$ cat src/sorted_name_list_navigator_top_macros.svh
// Assertion macros shared by the navigator RTL.
// No dependencies; included inside module bodies.
`ifndef SORTED_NAME_LIST_NAVIGATOR_TOP_MACROS_SVH
`define SORTED_NAME_LIST_NAVIGATOR_TOP_MACROS_SVH
// same-cycle implication
`define SNL_ASSERT_IMPL(lbl, clk, rst, a, b) \
   lbl: assert property (@(posedge clk) disable iff (rst) (a) |-> (b)) \
      else $error("implication check failed");
// next-cycle implication
`define SNL_ASSERT_NEXT(lbl, clk, rst, a, b) \
   lbl: assert property (@(posedge clk) disable iff (rst) (a) |=> (b)) \
      else $error("next-cycle check failed");
`endif

$ cat src/snl_ram.sv
// Simple dual-port synchronous RAM, one write and one registered read port.
// No dependencies.
module snl_ram #(
   parameter int DEPTH = 64,
   parameter int WIDTH = 8
) (
   input  logic                     clock,
   input  logic                     wr_en,
   input  logic [$clog2(DEPTH)-1:0] wr_addr,
   input  logic [WIDTH-1:0]         wr_data,
   input  logic [$clog2(DEPTH)-1:0] rd_addr,
   output logic [WIDTH-1:0]         rd_data
);
   logic [WIDTH-1:0] mem [DEPTH];
   logic [WIDTH-1:0] rd_data_ff;

   // write and read; the read data is registered
   always_ff @(posedge clock) begin
      if (wr_en) mem[wr_addr] <= wr_data;
      rd_data_ff <= mem[rd_addr];
   end
   assign rd_data = rd_data_ff;
endmodule

$ cat config.mk
export PLATFORM = sky130hd
export DESIGN_NAME = snl_ram
export DESIGN_NICKNAME = d
export VERILOG_FILES = /design/src/sorted_name_list_navigator_top_macros.svh /design/src/snl_ram.sv
export SDC_FILE = /design/constraint.sdc
export NUM_CORES = 1
export LEC_CHECK = 0
export ABC_AREA = 0
export BUFFER_PORTS_ARGS = -buffer_cell sky130_fd_sc_hd__buf_4
export CAP_MARGIN = 0
export CELL_PAD_IN_SITES_DETAIL_PLACEMENT = 0
export CELL_PAD_IN_SITES_GLOBAL_PLACEMENT = 1
export CORE_MARGIN = 5
export CORE_UTILIZATION = 50
export CTS_CLUSTER_SIZE = 30
export DETAILED_ROUTE_END_ITERATION = 10
export PLACE_DENSITY = 0.78
export SYNTH_ARGS = -nofsm -noshare
export SYNTH_HDL_FRONTEND = slang
export SYNTH_SLANG_ARGS = --single-unit
$ cat constraint.sdc
create_clock -name clock -period 2.9 [get_ports clock]
set_clock_uncertainty 0.1 [all_clocks]
set_input_delay 0.435 -clock clock [delete_from_list [all_inputs] [get_ports clock]]
set_output_delay 0.435 -clock clock [all_outputs]
set_load 0.1 [all_outputs]
Yosys cells after proc, flatten, opt, wreduce, memory -nomap -nowiden
Memory sizes are Yosys's and may differ from the RTL's. A register that Yosys moved wholly into a read port is not among the register bits.
Cells that the tools add are included.
Word-level totals
  register bits: 0
  bits in writable memories: 512
  input port bits: 22
  output and inout port bits: 8
  memories: 1
Operators by class
  multiplexer cells: 2
Memory list
  mem: words 64, width 8, read ports 1, clocked after memory_dff 1, wr ports 1, line snl_ram.sv:14  | logic [WIDTH-1:0] mem [DEPTH];
Operators with widths (number)
  1-bit 2-to-1 mux: 2

Longest topological paths before layout
  word-level depth: 2
  gate-level depth with buffers: 9
  depth with buffers taken out: 5

Least setup slack after synthesis
Ideal clock, no wire load.
  path kind: in2reg
  start: in rd_addr[1]
  end: reg rd_data_ff[3] (netlist: rd_data[3]) (read register of mem)
  setup time: 0.128 ns
  arrival time: 1.975 ns
  setup slack: 0.697 ns
  stages: 7
  buffers on the path: 3
  path through: buf_4 -> buf_2 -> buf_2 -> mux4_2 -> mux4_2 -> o21ai_1 -> o41ai_1
RTL lines
  from (decl): line snl_ram.sv:11  | input logic [$clog2(DEPTH)-1:0] rd_addr,
  to (decl): line snl_ram.sv:15  | logic [WIDTH-1:0] rd_data_ff;

==> impl_metrics.toml <==
[place]
dpl-instance-area_um2 = 21600
port_buffers = 29
place.gp.congestion = 0.831
dp_hpwl_um = 27500

[routing]
drtIter0Drc = 1085
viasPerCell = 6.04
dr.pass1.iters = 5
num_vias = 9908
routedWlPerCell_um = 26.9
drc = 0
antenna_left = 0
wl_um = 44100

[logic_synthesis]
netlist_instances = 940
syn_area_per_cell_um2 = 21.5
syn_nets = 962
synth_ff_type = "edfxtp_1"
synth.top_cells.by_area = "edfxtp_1, mux4_2, nor2_1"
async_reset_ff_frac = 0
synth_edf_count = 512
ys_types = 40
synth_area_leader_cell = "edfxtp_1"
yosysSeqAreaShare = 0.770
synth-seq-cells = 520
yosys_warnings = 0
synth.top_cell.area_share = 0.762
syn_area_um2 = 20200

[critical_path]
cp-startpoint = "mem[21][4]"
reg2reg_from = "mem[21][4]"
crit_fanout = 1
end_kind = "flip-flop"
startpoint_type = "flip-flop"
crit_type = "flip-flop to flip-flop"
reg2reg_depth = 5
cp_data_required_time_ns = 3.24
worstPathArrival_ns = 2.72

[clocking]
clk_latency_ns = 0.58
cts_buffers = 50
cts.sinks = 520
post_cts_buffers = 0
root_buffer = "clkbuf_16"
cts_tree = "done"
max-clock-path-buffers = 3
path_clk_slew_ns = 0.06
cts_htree_levels = 2
cts_hold_buf = 0
cts_resized = 0

[pwr]
power_leakage_nw = 7.43
power.internal_mw = 12.2
p_comb_frac = 0.059
power_frac_seq = 0.541
p_sw_frac = 0.210
p_switching_mw = 3.24
irDropWorstVdd_uv = 523
power_density_nw_per_um2 = 665
power_mw = 15.4
pwr-share-clk = 0.400

[worst_hold_path]
hp-class = "input pin to flip-flop"
hp-start = "rd_addr[5]"
min_path_cells = 3

[timing]
maxSlewViolCount = 0
relSlewSlack = 0.508
fmax_mhz = 421
tns_ns = 0
hold_violations = 0
rsz0062_at_grt = "no"
tightest_slew_ns = 0.738
setup_viol = 0
fin_crit_ns = 2.38
fin_crit_sh = 0.820

[finish]
area_delta_synth_final_pct = 15.0
final_area_um2 = 23200
drive_above_1_share = 0.302
antenna_cells = 0
fin_nets = 1098

[global_routing]
grt_use_total = 0.201
grt_max_degree = 65
grt_overflow_total = 0
grt_pass1_wl_um = 65500
grt_pass1_vias = 10100
antenna_found_initial = 1

[floorplan]
die_x_um = 211
std_cell_rows = 73
io-pin-count = 30
core-area_um2 = 39800
die_h_um = 211
initial_core_util = 0.506
dieArea_um2 = 44400

[status]
status = "finished, final reports clean"

[job]
drv_cap = 0
==> cells by family after synthesis <==
logic type | share of synthesized area
mux | 0.159
flops | 0.770
simple gates | 0.0339
buf+inv | 0.0157
compound gates | 0.0207
==> flip-flops by register name, summed over array words and instances (netlist names) <==
name / flops
mem: 512
rd_data: 8
==> through the flow <==
step | hold WS [ns] | setup WS [ns] | util | cells
floorplan | 0.434 | 0.697 | - | 940
global placement | 0.710 | 0.0539 | 0.543 | 1549
detailed placement | 0.716 | 0.0341 | 0.543 | 1549
CTS | 0.0957 | 0.534 | 0.582 | 1640
global route | 0.115 | 0.491 | 0.582 | 1640
finish | 0.123 | 0.522 | 0.582 | 1640
==> area by class of cell <==
class / count / area [um^2]
timing repair buffer: 135 / 1130
clock inverter: 18 / 131
fill: 2926 / 16600
tap: 525 / 657
multi-input combinational: 369 / 4320
clock buffer: 73 / 1410
sequential: 520 / 15500
==> power by group through the flow <==
| stage | combinational [mW] | sequential [mW] | clock, mW |
|---|---|---|---|
| 2_1_floorplan | 0.443 | 8.60 | 0 |
| 3_3_place_gp | 0.900 | 8.50 | 0 |
| 3_5_place_dp | 0.913 | 8.51 | 0 |
| 4_1_cts | 0.916 | 8.35 | 6.29 |
| 5_1_grt | 0.962 | 8.35 | 6.59 |
| 6_report | 0.906 | 8.35 | 6.17 |
==> metal layers <==
layer	vias up	GRT usage	part of all wire
met2	395	0.316	0.49
met3	71	0.0426	0.069
li1	4200	-	-
met1	5240	0.288	0.41
met4	2	0.0630	0.030
met5	-	0	0.00045
==> critical path, cell delays in order, from the launching register on <==
cell and delay, ns:
edfxtp_1 0.36, mux4_2 0.49, mux2_2 0.28, o221a_2 0.29, nor3_1 0.54, o32ai_1 0.17
==> cells in the final DEF (no fill, tap or decap), types with 3 or more instances in the layout <==
master,synthesis,layout
a211oi_1,4,4
a21oi_1,3,3
a221oi_1,6,6
a22oi_1,3,3
buf_12,2,9
buf_4,13,125
clkbuf_1,17,19
clkbuf_16,0,53
clkinv_1,0,11
clkinv_2,0,3
dfxtp_1,8,8
edfxtp_1,512,512
mux2_2,13,13
mux2i_1,23,23
mux4_2,126,126
nand2_1,19,19
nand2b_1,7,7
nand3_1,13,13
nand3b_1,3,3
nor2_1,83,83
nor2b_1,14,14
nor3_1,7,7
o2111ai_1,3,3
o221ai_1,8,8
o22ai_1,8,8
o2bb2ai_1,3,3
==> cells in the mapped netlist, types with 8 or more instances <==
master / n
nor2b_1: 14
nor2_1: 83
mux2i_1: 23
clkbuf_1: 17
mux2_2: 13
buf_4: 13
nand3_1: 13
dfxtp_1: 8
edfxtp_1: 512
mux4_2: 126
o221ai_1: 8
buf_2: 11
nand2_1: 19
o22ai_1: 8
==> worst paths after layout <==
path / endpoint / slack, ns
setup / recovery: rd_data[4] / 0.52
hold / removal: rd_data[0] / 0.12
setup reg to reg: rd_data[4] / 0.52
hold reg to reg: rd_data[6] / 0.77
No activity file was read; power rests on OpenSTA's default activity.
